**src/sv/cba_pkg.sv**
```systemverilog
// Package for the channel bitmap allocator: word types, status and operation codes,
// and the sizing of the in-use bitmap memory.
// No dependencies.
`timescale 1ns / 1ps
`default_nettype none

package cba_pkg;

    localparam int NUM_CHANNELS = 99;
    localparam int CHAN_W       = 8;
    localparam int WORD_W       = 16;
    localparam int NUM_WORDS    = (NUM_CHANNELS + WORD_W - 1) / WORD_W;
    localparam int ADDR_W       = (NUM_WORDS > 1) ? $clog2(NUM_WORDS) : 1;
    localparam int COL_W        = $clog2(WORD_W);
    localparam int IDX_W        = ADDR_W + COL_W;

    localparam logic OP_ALLOC = 1'b0;
    localparam logic OP_FREE  = 1'b1;

    localparam logic [1:0] ST_OK    = 2'd0;
    localparam logic [1:0] ST_RANGE = 2'd1;
    localparam logic [1:0] ST_FULL  = 2'd2;

    typedef struct packed {
        logic                     operation;
        logic signed [CHAN_W-1:0] channel;
    } in_word_t;

    typedef struct packed {
        logic signed [CHAN_W-1:0] granted_channel;
        logic [1:0]               status;
    } out_word_t;

endpackage

`default_nettype wire

```
**src/sv/cba_ram.sv**
```systemverilog
// Generic single-write, single-read RAM with registered read data.
// No dependencies.
`timescale 1ns / 1ps
`default_nettype none

module cba_ram #(
    parameter int WIDTH = 16,
    parameter int DEPTH = 8
) (
    input  wire logic                     clk,
    input  wire logic                     wr_en,
    input  wire logic [$clog2(DEPTH)-1:0] wr_addr,
    input  wire logic [WIDTH-1:0]         wr_data,
    input  wire logic [$clog2(DEPTH)-1:0] rd_addr,
    output logic [WIDTH-1:0]              rd_data
);

    logic [WIDTH-1:0] mem [DEPTH];

    always_ff @(posedge clk)
    begin
        if (wr_en)
        begin
            mem[wr_addr] <= wr_data;
        end
        rd_data <= mem[rd_addr];
    end

endmodule

`default_nettype wire

```
**src/sv/channel_bitmap_allocator_top.sv**
```systemverilog
// Channel bitmap allocator top level: request decode, bitmap read-modify-write, search.
// Depends on cba_pkg and cba_ram.
`timescale 1ns / 1ps
`default_nettype none

// Allocates and frees channels 1 to 99 from an in-use bitmap kept in a small RAM of
// 16-bit rows, one row read per cycle. A free, a forced allocate or a preferred allocate
// whose channel is free passes through the check state to the result state; a range
// error or an ignored free goes straight to the result state. A search reads the rows
// from the top channel downward, one row per cycle, and follows the check state when a
// preferred channel was tried first. One request is worked on at a time; a new request is
// taken as soon as the previous result sits in the output register.
module channel_bitmap_allocator_top (
    input  wire logic              clk,
    input  wire logic              rst_n,
    input  wire logic              req_valid,
    output logic                   req_ready,
    input  wire cba_pkg::in_word_t req,
    output logic                   rsp_valid,
    input  wire logic              rsp_ready,
    output cba_pkg::out_word_t     rsp
);

    localparam int CW = cba_pkg::CHAN_W;
    localparam int WW = cba_pkg::WORD_W;
    localparam int AW = cba_pkg::ADDR_W;
    localparam int XW = cba_pkg::IDX_W;
    localparam int LW = cba_pkg::COL_W;
    localparam logic [AW-1:0] TOP_ROW = AW'(cba_pkg::NUM_WORDS - 1);
    localparam logic [CW-1:0] MAX_CHAN = CW'(cba_pkg::NUM_CHANNELS);

    typedef enum logic [3:0] {
        S_IDLE   = 4'b0001,
        S_CHECK  = 4'b0010,
        S_SCAN   = 4'b0100,
        S_RESULT = 4'b1000
    } state_t;

    state_t                  state_reg, state_next;
    logic [AW-1:0]           rd_row_reg;
    logic [cba_pkg::NUM_WORDS-1:0] row_valid_reg;
    logic                    out_valid_reg;
    cba_pkg::out_word_t      out_data_reg;
    cba_pkg::out_word_t      res_reg, res_next;
    logic                    op_reg, op_next;
    logic                    neg_reg, neg_next;
    logic [CW-1:0]           mag_reg, mag_next;

    logic [AW-1:0]           rd_addr;
    logic [WW-1:0]           rd_data;
    logic                    wr_en;
    logic [AW-1:0]           wr_addr;
    logic [WW-1:0]           wr_data;

    logic                    accept;
    logic [CW-1:0]           ch_u;
    logic [CW-1:0]           mag_in;
    logic [CW-1:0]           mag_in_m1;
    logic [CW-1:0]           mag_reg_m1;
    logic                    in_range;
    logic [XW-1:0]           idx_reg;
    logic [WW-1:0]           cur_word;
    logic [WW-1:0]           bit_mask;
    logic [WW-1:0]           avail;
    logic                    found;
    logic [LW-1:0]           hi_pos;
    logic [XW-1:0]           lane_idx;
    logic                    load_out;

    assign accept    = req_valid && req_ready;
    assign req_ready = (state_reg == S_IDLE);
    assign rsp_valid = out_valid_reg;
    assign rsp       = out_data_reg;

    assign ch_u       = req.channel;
    assign mag_in     = ch_u[CW-1] ? (~ch_u + CW'(1)) : ch_u;
    assign mag_in_m1  = mag_in - CW'(1);
    assign in_range   = (mag_in != '0) && (mag_in <= MAX_CHAN);
    assign mag_reg_m1 = mag_reg - CW'(1);
    assign idx_reg    = mag_reg_m1[XW-1:0];

    assign cur_word = row_valid_reg[rd_row_reg] ? rd_data : '0;
    assign bit_mask = WW'(1) << idx_reg[LW-1:0];

    always_comb
    begin
        avail    = '0;
        found    = 1'b0;
        hi_pos   = '0;
        lane_idx = '0;
        for (int c = 0; c < WW; c++)
        begin
            lane_idx = {rd_row_reg, LW'(c)};
            avail[c] = !cur_word[c] && (CW'(lane_idx) < MAX_CHAN);
            if (avail[c])
            begin
                found  = 1'b1;
                hi_pos = LW'(c);
            end
        end
    end

    always_comb
    begin
        state_next = state_reg;
        res_next   = res_reg;
        op_next    = op_reg;
        neg_next   = neg_reg;
        mag_next   = mag_reg;
        rd_addr    = rd_row_reg - AW'(1);
        wr_en      = 1'b0;
        wr_addr    = rd_row_reg;
        wr_data    = cur_word;
        load_out   = 1'b0;
        unique case (state_reg)
            S_IDLE:
            begin
                rd_addr = mag_in_m1[XW-1:LW];
                if (accept)
                begin
                    op_next  = req.operation;
                    neg_next = ch_u[CW-1];
                    mag_next = mag_in;
                    if (req.operation == cba_pkg::OP_FREE)
                    begin
                        if (!ch_u[CW-1] && in_range)
                        begin
                            state_next = S_CHECK;
                        end
                        else
                        begin
                            res_next   = '{granted_channel: req.channel,
                                           status: cba_pkg::ST_OK};
                            state_next = S_RESULT;
                        end
                    end
                    else if (mag_in > MAX_CHAN)
                    begin
                        res_next   = '{granted_channel: '0, status: cba_pkg::ST_RANGE};
                        state_next = S_RESULT;
                    end
                    else if (mag_in == '0)
                    begin
                        rd_addr    = TOP_ROW;
                        state_next = S_SCAN;
                    end
                    else
                    begin
                        state_next = S_CHECK;
                    end
                end
            end
            S_CHECK:
            begin
                rd_addr = TOP_ROW;
                if (op_reg == cba_pkg::OP_FREE)
                begin
                    wr_en      = 1'b1;
                    wr_data    = cur_word & ~bit_mask;
                    res_next   = '{granted_channel: '0, status: cba_pkg::ST_OK};
                    state_next = S_RESULT;
                end
                else if (!neg_reg || !cur_word[idx_reg[LW-1:0]])
                begin
                    wr_en      = 1'b1;
                    wr_data    = cur_word | bit_mask;
                    res_next   = '{granted_channel: mag_reg, status: cba_pkg::ST_OK};
                    state_next = S_RESULT;
                end
                else
                begin
                    state_next = S_SCAN;
                end
            end
            S_SCAN:
            begin
                if (found)
                begin
                    wr_en      = 1'b1;
                    wr_data    = cur_word | (WW'(1) << hi_pos);
                    res_next   = '{granted_channel: CW'({rd_row_reg, hi_pos}) + CW'(1),
                                   status: cba_pkg::ST_OK};
                    state_next = S_RESULT;
                end
                else if (rd_row_reg == '0)
                begin
                    res_next   = '{granted_channel: '0, status: cba_pkg::ST_FULL};
                    state_next = S_RESULT;
                end
            end
            S_RESULT:
            begin
                if (!out_valid_reg || rsp_ready)
                begin
                    load_out   = 1'b1;
                    state_next = S_IDLE;
                end
            end
            default:
            begin
                state_next = S_IDLE;
            end
        endcase
    end

    cba_ram #(
        .WIDTH (WW),
        .DEPTH (cba_pkg::NUM_WORDS)
    ) u_map_ram (
        .clk     (clk),
        .wr_en   (wr_en),
        .wr_addr (wr_addr),
        .wr_data (wr_data),
        .rd_addr (rd_addr),
        .rd_data (rd_data)
    );

    always_ff @(posedge clk or negedge rst_n)
    begin
        if (!rst_n)
        begin
            state_reg     <= S_IDLE;
            row_valid_reg <= '0;
            out_valid_reg <= 1'b0;
        end
        else
        begin
            state_reg <= state_next;
            if (wr_en)
            begin
                row_valid_reg[wr_addr] <= 1'b1;
            end
            if (load_out)
            begin
                out_valid_reg <= 1'b1;
            end
            else if (rsp_ready)
            begin
                out_valid_reg <= 1'b0;
            end
        end
    end

    always_ff @(posedge clk)
    begin
        rd_row_reg <= rd_addr;
        res_reg    <= res_next;
        op_reg     <= op_next;
        neg_reg    <= neg_next;
        mag_reg    <= mag_next;
        if (load_out)
        begin
            out_data_reg <= res_reg;
        end
    end

endmodule

`default_nettype wire

```
**config.mk**
```make
export PLATFORM = sky130hd
export DESIGN_NAME = channel_bitmap_allocator_top
export DESIGN_NICKNAME = d
export VERILOG_FILES = /design/src/sv/cba_pkg.sv /design/src/sv/cba_ram.sv /design/src/sv/channel_bitmap_allocator_top.sv
export SDC_FILE = /design/constraint.sdc
export NUM_CORES = 1
export LEC_CHECK = 0
export BUFFER_PORTS_ARGS = -buffer_cell sky130_fd_sc_hd__buf_2
export CORE_ASPECT_RATIO = 0.5
export CORE_MARGIN = 4
export CORE_UTILIZATION = 60
export CTS_CLUSTER_DIAMETER = 80
export DETAILED_ROUTE_END_ITERATION = 8
export PLACE_DENSITY = 0.77
export SETUP_SLACK_MARGIN = 0.2
export SLEW_MARGIN = 20
export SYNTH_ARGS = -nofsm -noshare
export SYNTH_HDL_FRONTEND = slang
export SYNTH_SLANG_ARGS = --single-unit
```
**constraint.sdc**
```tcl
create_clock -name clk -period 5.9 [get_ports clk]
set_input_delay 1.18 -clock clk [delete_from_list [all_inputs] [get_ports clk]]
set_output_delay 1.18 -clock clk [all_outputs]
set_load 0.02 [all_outputs]
```
==> results.txt, run 1 <==
Status -> finished, final reports clean
Share of total power in the clock network -> 0.225
Largest net degree at the start of global routing -> 50
Worst-Skew Late Latency -> 0.44 ns
Leading registers by flop count -> u_map_ram.mem: 112 flops, u_map_ram.rd_data: 16 flops
Final Hold Fails -> 0
Setup Skew -> 0.0155 ns
Final worst path period need -> 4.46 ns
Cell with the most instances after synthesis -> edfxtp_1
Top reg by flops -> u_map_ram.mem
Max-slew violations -> 0
Number of synthesized register bits -> 173
CTS tree -> yes
Root Buffer -> clkbuf_16
Cts bufs inserted -> 17
Vias per cell -> 6.84
# hold bufs at CTS -> 0
Pwr dens -> 546 nW/um^2
Grt ovf -> 0
VDD IR-drop max -> 0.314 mV
Arr. time, crit path -> 4.61 ns
Setup Buffers After CTS -> 0
Routed wire length per instance -> 23.3 um
Vias in the first global route -> 5650
Cell Chain, Critical Path -> clkinv_1, o311ai_2, a21o_1, a21oi_1, or3_1, a22oi_1, nand2b_1, ha_1, ha_1, nand2_1, o22ai_1
Worst-margin pin slew -> 1.13 ns
CP Data Required Time -> 6.04 ns
Routed wire length -> 20.8 mm
Reg-to-reg slack, setup -> 1.44 ns
Reg power frac -> 0.361
RSZ-0062 raised after global routing -> no
Iter 0 DRT Violations -> 694
Synth top area cells -> edfxtp_1 (50%), dfxtp_1 (4.5%), a221oi_1 (4.1%)
Max-cap viol count -> 0
Gate power share -> 0.414
Clock buffer depth -> 2
First-pass GRT wire length -> 32.7 mm
Register-to-Register Path Depth -> 11
Largest area contributor in the netlist -> edfxtp_1
Setup TNS -> 0 ns
P_int -> 2.96 mW
Post-synth top area share -> 0.502
Critical path capture point -> u_map_ram.mem[0][15]$_DFFE_PP_
Sw frac -> 0.421
Final setup violation count -> 0
Post-synthesis cell area -> 8500 um^2
Hold crit path type -> flip-flop to flip-flop
Fin crit share -> 0.757
CP Depth -> 11
WP buf/inv -> 1
Synth unique cells -> 80
Finished Core Util -> 0.683
Die ar. -> 16200 um^2
Critical path peak fanout -> 30
Nets -> 716
H-Tree Depth -> 4
# DRC -> 0
Slowest cell on crit path -> a21o_1
Top cell by count, worst path -> ha_1
Syn avg cell area -> 12.5 um^2
RR Endpoint -> u_map_ram.mem[0][15]$_DFFE_PP_
Starting Density -> 0.620
I/O Buffers -> 24
Net Sw Power -> 2.16 mW
Fmax -> 0.224 GHz
Origin of the critical flop-to-flop path -> rd_row_reg[2]$_DFF_P_
CP peak stage delay -> 0.76 ns
Gpl congestion -> 1.17
Antenna violations before repair -> 0
I/O Pins -> 25
Synthesized net count -> 707
Relative slew slack -> 0.243
Antenna cell count -> 0
WS Path Type -> flip-flop to flip-flop
CTS Sinks -> 173
Total Routing Usage GR -> 0.266
Final ANT Viol Nets -> 0
Via count -> 6110
Hpwl dp -> 12.9 mm
Number of synthesized flops with an enable pin -> 142
Main synth FF type -> edfxtp_1
Area growth, synth to finish -> 10.2%
Post-CTS Resized -> 0
Core area -> 13700 um^2
Die width -> 176 um
CP startpoint kind -> flip-flop
Cell family with most CP delay -> compound AO/OA/AOI/OAI gates
Row count -> 30
Synth Warn # -> 0
Leak pwr -> 3.16 nW
FFs w/ async S/R, synth -> 0.0694
Layout cells sized above 1 -> 0.157
Sequential-to-total area share from yosys stat -> 0.582
Clock slew seen by the registers of the worst setup and hold paths -> 0.07 ns
Drt pass-1 iters -> 5
Top post-synthesis cells by count -> edfxtp_1 (142), and2_1 (53), a221oi_1 (40)
Flip-flop count of the largest register after layout -> 112
Gate Count Post-Synth -> 679
Overall die height -> 92.2 um
Crit end category -> flip-flop
CP Launch Point -> rd_row_reg[2]$_DFF_P_
## placed cells by master (no fill, tap or decap), types with 6 or more instances in the layout
cell,count
a21oi_1,13
a221oi_1,40
a221oi_2,9
a22oi_1,16
a32oi_1,10
and2_1,53
buf_2,24
buf_4,13
clkbuf_16,17
dfrtp_1,11
dfxtp_1,19
edfxtp_1,142
ha_1,15
inv_1,18
nand2_1,33
nand2b_1,8
nand3_1,15
nor2_1,31
nor2b_1,6
nor3_1,11
o21ai_0,32
o2bb2ai_1,9
o31ai_1,8
o32ai_1,13
or3_1,6
xnor2_1,9
## power by group through the flow
stage | combinational [mW] | clock (mW) | sequential [mW]
2_1_floorplan | 1.62 | 0 | 1.74
3_3_place_gp | 2.04 | 0 | 1.85
3_5_place_dp | 2.05 | 0 | 1.85
4_1_cts | 2.07 | 1.16 | 1.83
5_1_grt | 2.31 | 1.22 | 1.86
6_report | 2.12 | 1.15 | 1.85
## cells by family after synthesis
group	Yosys count	synth area share
AO/OA/AOI/OAI	203	0.193
multiplexers	8	0.0174
XOR/XNOR	12	0.0124
flip-flops	173	0.582
adder cells (fa/ha/maj)	15	0.0221
AND/OR/NAND/NOR	201	0.135
buffers and inverters	67	0.0383
## how the worst min path moves through the flow
stage / slack (ns) / from / endpoint / cells after the start
2_1_floorplan: 0.40 / res_reg[0]$_DFFE_PP_ / rsp[0]$_DFFE_PP_ / 0
3_3_place_gp: 0.40 / res_reg[9]$_DFFE_PP_ / rsp[9]$_DFFE_PP_ / 0
3_5_place_dp: 0.41 / res_reg[3]$_DFFE_PP_ / rsp[3]$_DFFE_PP_ / 0
4_1_cts: 0.42 / res_reg[3]$_DFFE_PP_ / rsp[3]$_DFFE_PP_ / 0
5_1_grt: 0.43 / res_reg[3]$_DFFE_PP_ / rsp[3]$_DFFE_PP_ / 0
6_report: 0.42 / res_reg[3]$_DFFE_PP_ / rsp[3]$_DFFE_PP_ / 0
## metal layers
layer,GRT usage,wire (um),part of all wire
met5,0,0,0
met1,0.396,9130,0.44
met2,0.386,9050,0.44
met3,0.0610,2130,0.10
met4,0.0908,489,0.024
## cell type report
| type | instances | area, um^2 |
|---|---|---|
| inverters | 20 | 76.3 |
| clock buffers | 18 | 439 |
| repair buffers | 37 | 218 |
| flip-flops and latches | 173 | 4950 |
| well taps | 192 | 240 |
| clock inverters | 14 | 170 |
| multi-input cells | 439 | 3270 |
| fillers | 957 | 4340 |
## metrics by stage
| step | hold WS, ns | setup WS, ns | power [mW] | instances | cell area [um^2] |
|---|---|---|---|---|---|
| 2_1_floorplan | 0.400 | 1.65 | 3.37 | 679 | 8500 |
| 3_3_place_gp | 0.403 | 1.63 | 3.89 | 861 | 8740 |
| 3_5_place_dp | 0.406 | 1.61 | 3.90 | 861 | 8740 |
| 4_1_cts | 0.423 | 1.66 | 5.06 | 893 | 9350 |
| 5_1_grt | 0.431 | 1.19 | 5.39 | 893 | 9360 |
| 6_report | 0.422 | 1.44 | 5.11 | 893 | 9360 |
## worst register-to-register path: cells and delay by family (launching register included)
kind / cells / cell delay [ns]
adders and majority gates: 2 / 0.41
DFF: 1 / 0.54
and+or+nand+nor: 3 / 0.67
AOI/OAI and AO/OA: 5 / 2.20
buffers and inverters: 1 / 0.38
No activity file was read; power rests on OpenSTA's default activity.
==> run 2: changes to the inputs <==
--- a/config.mk
+++ b/config.mk
@@ -5,6 +5,7 @@
 export SDC_FILE = /design/constraint.sdc
 export NUM_CORES = 1
 export LEC_CHECK = 0
+export ABC_AREA = 1
 export BUFFER_PORTS_ARGS = -buffer_cell sky130_fd_sc_hd__buf_2
 export CORE_ASPECT_RATIO = 0.5
 export CORE_MARGIN = 4
==> constraint.sdc (replaced) <==
create_clock -name clk -period 4.49 [get_ports clk]
set_input_delay 0.898 -clock clk [delete_from_list [all_inputs] [get_ports clk]]
set_output_delay 0.898 -clock clk [all_outputs]
set_load 0.02 [all_outputs]
==> run 2 against run 1 <==
  * Sequential power is 29% higher
  * First-iteration DRC count is 9.5% higher
  * Via count up 7.6%
  * Critical endpoint is now u_map_ram.mem[6][7]$_DFFE_PP_
  * Fmax grew 19%
  * Clock skew down 0.0027 ns
  * Largest cell class unchanged
  * Worst setup slack got worse by 0.70 ns
==> results.txt, run 2 <==
Status -> finished, final reports clean
Root Buffer -> clkbuf_16
Via count -> 6576
# hold bufs at CTS -> 0
Vias in the first global route -> 6334
Final Hold Fails -> 0
Number of synthesized flops with an enable pin -> 142
I/O Buffers -> 24
Post-CTS Resized -> 0
Setup TNS -> 0 ns
Cts bufs inserted -> 17
Nets -> 976
Final ANT Viol Nets -> 0
Clock buffer depth -> 2
Final instance area -> 9460 um^2
Top post-synthesis cells by count -> nand2_1 (266), edfxtp_1 (142), inv_1 (117)
Grt ovf -> 0
Clock slew seen by the registers of the worst setup and hold paths -> 0.07 ns
Overall die height -> 92.6 um
First-pass GRT wire length -> 33.9 mm
Top reg by flops -> u_map_ram.mem
Final worst path period need -> 3.75 ns
Antenna cell count -> 0
Iter 0 DRT Violations -> 760
CP Data Required Time -> 4.62 ns
Layout cells sized above 1 -> 0.113
Sequential-to-total area share from yosys stat -> 0.576
Vias per cell -> 5.70
Arr. time, crit path -> 3.88 ns
Main synth FF type -> edfxtp_1
Core area -> 13800 um^2
Crit end category -> flip-flop
Slowest cell on crit path -> dfxtp_1
Metal1 wirelength -> 8.88 mm
Total Routing Usage GR -> 0.274
Worst-margin pin slew -> 0.973 ns
Max Used Layer -> met4
CP startpoint kind -> flip-flop
Leak pwr -> 4.00 nW
Drt pass-1 iters -> 5
Max-slew violations -> 0
Post-synthesis cell area -> 8590 um^2
Final setup violation count -> 0
Commonest non-fill, non-tap cells in the layout -> nand2_1 (266), edfxtp_1 (142), inv_1 (117), nor2_1 (63), o21ai_0 (50)
WS Path Type -> flip-flop to flip-flop
Gpl congestion -> 0.952
Leading registers by flop count -> u_map_ram.mem: 112 flops, u_map_ram.rd_data: 16 flops
Cell with the most instances after synthesis -> nand2_1
# DRC -> 0
Die width -> 177 um
CTS Sinks -> 173
Number of synthesized register bits -> 173
Synthesized net count -> 951
Setup Skew -> 0.0129 ns
DR WL met3 -> 2.41 mm
CP peak stage delay -> 0.65 ns
Fmax -> 0.266 GHz
Pwr dens -> 752 nW/um^2
Fin crit share -> 0.836
Antenna violations before repair -> 0
Largest area contributor in the netlist -> edfxtp_1
I/O Pins -> 25
FFs w/ async S/R, synth -> 0.0694
Worst-Skew Late Latency -> 0.43 ns
Starting Density -> 0.624
Synth Warn # -> 0
Syn avg cell area -> 9.31 um^2
Top cell by count, worst path -> nand2_1
Post-synth top area share -> 0.496
VDD IR-drop max -> 0.489 mV
Hpwl dp -> 13.6 mm
Flip-flop count of the largest register after layout -> 112
Routed wire length per instance -> 18.7 um
Area growth, synth to finish -> 10.1%
WL met2 -> 9.63 mm
Synth top area cells -> edfxtp_1 (50%), nand2_1 (12%), inv_1 (5.1%)
Max-cap viol count -> 0
Gate Count Post-Synth -> 923
RSZ-0062 raised after global routing -> no
Largest net degree at the start of global routing -> 82
Synth unique cells -> 50
Hold crit path type -> input port to asynchronous set/reset pin
CTS tree -> yes
Setup Buffers After CTS -> 0
Area post-placement -> 8870 um^2
Relative slew slack -> 0.349
Row count -> 30
H-Tree Depth -> 4
Routed wire length -> 21.5 mm
Critical path peak fanout -> 16
Die ar. -> 16400 um^2
Leading cell type in the layout, fill and taps excluded -> nand2_1
==> run 2: area by class of cell <==
class                   instances  area (um^2)
inverters                     132          505
clock buffers                  18          429
fillers                      1102         4320
well taps                     192          240
flip-flops and latches        173         4950
repair buffers                 37          230
multi-input cells             587         2950
clock inverters                14          153
==> run 2: path summary, 6_finish.rpt <==
path	start	end	slack, ns	cells after the start
max	rd_row_reg[0]$_DFF_P_	u_map_ram.mem[6][7]$_DFFE_PP_	0.74	26
max reg2reg	rd_row_reg[0]$_DFF_P_	u_map_ram.mem[6][7]$_DFFE_PP_	0.74	26
min	rst_n	row_valid_reg[0]$_DFFE_PN0P_	0.33	1
min reg2reg	res_reg[1]$_DFFE_PP_	rsp[1]$_DFFE_PP_	0.42	0
min in group clk	res_reg[1]$_DFFE_PP_	rsp[1]$_DFFE_PP_	0.42	0
max in group asynchronous	rst_n	state_reg[0]$_DFFE_PN1P_	3.90	1
==> run 2: through the flow <==
| stage | util | total power, mW | worst slack (ns) | cells | hold slack, ns |
|---|---|---|---|---|---|
| 6_report | 0.686 | 7.11 | 0.737 | 1153 | 0.326 |
| 3_3_place_gp | 0.644 | 5.48 | 0.732 | 1121 | 0.403 |
| 5_1_grt | 0.686 | 7.59 | 0.380 | 1153 | 0.338 |
| 2_1_floorplan | - | 4.76 | 1.41 | 923 | 0.400 |
| 3_5_place_dp | 0.644 | 5.57 | 0.651 | 1121 | 0.405 |
| 4_1_cts | 0.686 | 7.06 | 0.756 | 1153 | 0.324 |
==> run 2: logic make-up (layout without fill, tap and decap cells) <==
logic type | Yosys count | in the layout | synth area share
flip-flops | 173 | 173 | 0.576
XOR/XNOR | 9 | 9 | 0.0101
adder cells (fa/ha/maj) | 15 | 15 | 0.0218
AND/OR/NAND/NOR | 439 | 439 | 0.223
AO/OA/AOI/OAI | 124 | 124 | 0.0881
buffers and inverters | 163 | 201 | 0.0811
==> run 2: worst max-delay path: cells and delay by family (launching register included) <==
kind / cells / cell delay, ns
compound gates: 1 / 0.62
fa+ha+maj: 2 / 0.41
buf+inv: 1 / 0.13
flops: 1 / 0.65
simple gates: 22 / 1.64
==> run 2: report_power, final <==
part | internal, mW | leakage [nW] | total [mW] | switching (mW)
Combinational | 0.924 | 2.10 | 3.28 | 2.35
Sequential | 2.20 | 1.62 | 2.38 | 0.177
Clock | 0.742 | 0.277 | 1.45 | 0.713
Total | 3.87 | 4.00 | 7.11 | 3.24
==> run 2: per-layer routing <==
layer,up-vias,GRT usage
li1,3092,-
met1,3078,0.380
met2,357,0.421
met3,49,0.0600
met4,0,0.119
met5,-,0
==> run 3: changes to the inputs <==
--- a/config.mk
+++ b/config.mk
@@ -9,10 +9,10 @@
 export BUFFER_PORTS_ARGS = -buffer_cell sky130_fd_sc_hd__buf_2
 export CORE_ASPECT_RATIO = 0.5
 export CORE_MARGIN = 4
-export CORE_UTILIZATION = 60
+export CORE_UTILIZATION = 56
 export CTS_CLUSTER_DIAMETER = 80
 export DETAILED_ROUTE_END_ITERATION = 8
-export PLACE_DENSITY = 0.77
+export PLACE_DENSITY = 0.76
 export SETUP_SLACK_MARGIN = 0.2
 export SLEW_MARGIN = 20
 export SYNTH_ARGS = -nofsm -noshare
==> constraint.sdc (replaced) <==
create_clock -name clk -period 3.15 [get_ports clk]
set_input_delay 0.63 -clock clk [delete_from_list [all_inputs] [get_ports clk]]
set_output_delay 0.63 -clock clk [all_outputs]
set_load 0.02 [all_outputs]
==> run 3 against run 2 <==
  * Largest power group unchanged
  * Clock power up 46%
  * First-iteration DRC count rose by 18%
  * Hold slack lost 0.26 ns
  * Final area increased by 9.1%
  * Critical endpoint is now u_map_ram.mem[5][14]$_DFFE_PP_
==> results.txt, run 3 (same netlist as run 2, synthesis figures left out) <==
CTS Sinks -> 173
I/O Pins -> 25
CP Data Required Time -> 3.34 ns
Routed wire length per instance -> 18.8 um
Cts bufs inserted -> 17
Final setup margin -> 0.158 ns
Drt pass-1 iters -> 6
Leak pwr -> 4.37 nW
Flip-flop count of the largest register after layout -> 112
Final total power -> 11.4 mW
Overall die height -> 95.6 um
Die width -> 183 um
RSZ-0062 raised after global routing -> yes
Final ANT Viol Nets -> 0
Fin crit share -> 0.950
Top reg by flops -> u_map_ram.mem
Commonest non-fill, non-tap cells in the layout -> nand2_1 (246), edfxtp_1 (142), inv_1 (111), nor2_1 (55), buf_4 (51)
Antenna cell count -> 0
I/O Buffers -> 24
Gpl congestion -> 0.987
Via count -> 6907
Iter 0 DRT Violations -> 896
First-pass GRT wire length -> 34.0 mm
Routed wire length -> 22.9 mm
Status -> finished, final reports clean
Finished Core Util -> 0.700
CTS tree -> yes
Clock slew seen by the registers of the worst setup and hold paths -> 0.07 ns
Worst-margin pin slew -> 0.863 ns
Setup Skew -> 0.0129 ns
VDD IR-drop max -> 0.648 mV
Layout cells sized above 1 -> 0.215
Fmax -> 0.334 GHz
Die ar. -> 17500 um^2
Final worst path period need -> 2.99 ns
Critical path peak fanout -> 7
Worst-Skew Late Latency -> 0.43 ns
Hpwl dp -> 14.4 mm
Core area -> 14700 um^2
Starting Density -> 0.583
Largest net degree at the start of global routing -> 51
Vias in the first global route -> 6402
Hold crit path type -> input port to asynchronous set/reset pin
Setup TNS -> 0 ns
Leading registers by flop count -> u_map_ram.mem: 112 flops, u_map_ram.rd_data: 16 flops
Dpl ws -> 0.0245 ns
H-Tree Depth -> 4
Antenna violations before repair -> 0
Crit end category -> flip-flop
Grt ovf -> 0
Root Buffer -> clkbuf_16
Final Hold Fails -> 0
Arr. time, crit path -> 3.18 ns
Pwr dens -> 1100 nW/um^2
Leading cell type in the layout, fill and taps excluded -> nand2_1
Total Routing Usage GR -> 0.257
Max-slew violations -> 0
CP startpoint kind -> flip-flop
Max-cap viol count -> 0
Nets -> 1032
Row count -> 31
Area growth, synth to finish -> 20.1%
Vias per cell -> 5.68
Relative slew slack -> 0.422
# DRC -> 0
Clock buffer depth -> 2
Final setup violation count -> 0
WS Path Type -> flip-flop to flip-flop
[run 3: cell count changes in the layout (fill, tap and decap cells not counted), sizes merged]
cell,delta
buf,+54
clkinvlp,+1
bufinv,+1
clkinv,-2
nand2,+1
clkbuf,+1
[run 3: report_power, final]
| group | leakage (nW) | switching [mW] | total (mW) | internal (mW) |
|---|---|---|---|---|
| sequential | 1.62 | 0.275 | 3.43 | 3.15 |
| clock | 0.287 | 0.975 | 2.11 | 1.14 |
| combinational | 2.47 | 3.81 | 5.85 | 2.04 |
| total | 4.37 | 5.06 | 11.4 | 6.33 |
[run 3: critical path, stage by stage (launching register included)]
cell and delay, ns:
dfxtp_4 0.37, inv_6 0.07, nand2_1 0.05, nand2_1 0.07
nand2_1 0.06, nand2_2 0.07, nand2_4 0.08, nand2_8 0.12
buf_12 0.11, inv_6 0.04, nor2_4 0.18, a21oi_2 0.09
a31oi_1 0.23, o21ai_1 0.12, nand2_1 0.09, nand2_2 0.07
buf_4 0.14, ha_1 0.19, inv_2 0.06, nor2_1 0.05
a22oi_1 0.19, o21ai_2 0.13, buf_6 0.15
[run 3: worst paths after layout]
| kind | startpoint | endpoint | slack, ns | depth (start not counted) |
|---|---|---|---|---|
| max reg2reg | rd_row_reg[0]$_DFF_P_ | u_map_ram.mem[5][14]$_DFFE_PP_ | 0.16 | 22 |
| min reg2reg | res_reg[7]$_DFFE_PP_ | rsp[7]$_DFFE_PP_ | 0.43 | 0 |
| min in group clk | rsp_ready | rsp_valid$_DFFE_PN0P_ | 0.39 | 2 |
| max | rd_row_reg[0]$_DFF_P_ | u_map_ram.mem[5][14]$_DFFE_PP_ | 0.16 | 22 |
| max in group asynchronous | rst_n | state_reg[0]$_DFFE_PN1P_ | 2.82 | 1 |
| min | rst_n | row_valid_reg[2]$_DFFE_PN0P_ | 0.07 | 1 |
[run 3: metal layers]
metal,share of wire,GRT usage
met5,0,0
met4,0.016,0.0799
met3,0.10,0.0434
met2,0.46,0.407
met1,0.42,0.367
[run 3: metrics by stage]
step	cell area, um^2	cells	hold slack [ns]
floorplan	8600	923	0.334
global placement	9290	1165	0.400
detailed placement	9290	1165	0.405
CTS	9950	1200	0.0674
global route	10300	1215	0.0783
finish	10300	1215	0.0658
[run 3: layout make-up]
cell class,instances,area [um^2]
sequential,173,4960
fill,1043,4420
multi-input combinational,588,3190
timing repair buffer,92,805
inverter,132,512
clock buffer,18,429
tap,198,248
clock inverter,14,174
[run 3: what timing repair did]
| action | 4_1_cts | 5_1_grt |
|---|---|---|
| gates resized for setup | 12 | 75 |
| endpoints found under the setup margin | 106 | 255 |
| gates cloned | 0 | 2 |
| setup buffers | 3 | 13 |
| hold buffers | 0 | 0 |
| pin swaps | 2 | 25 |
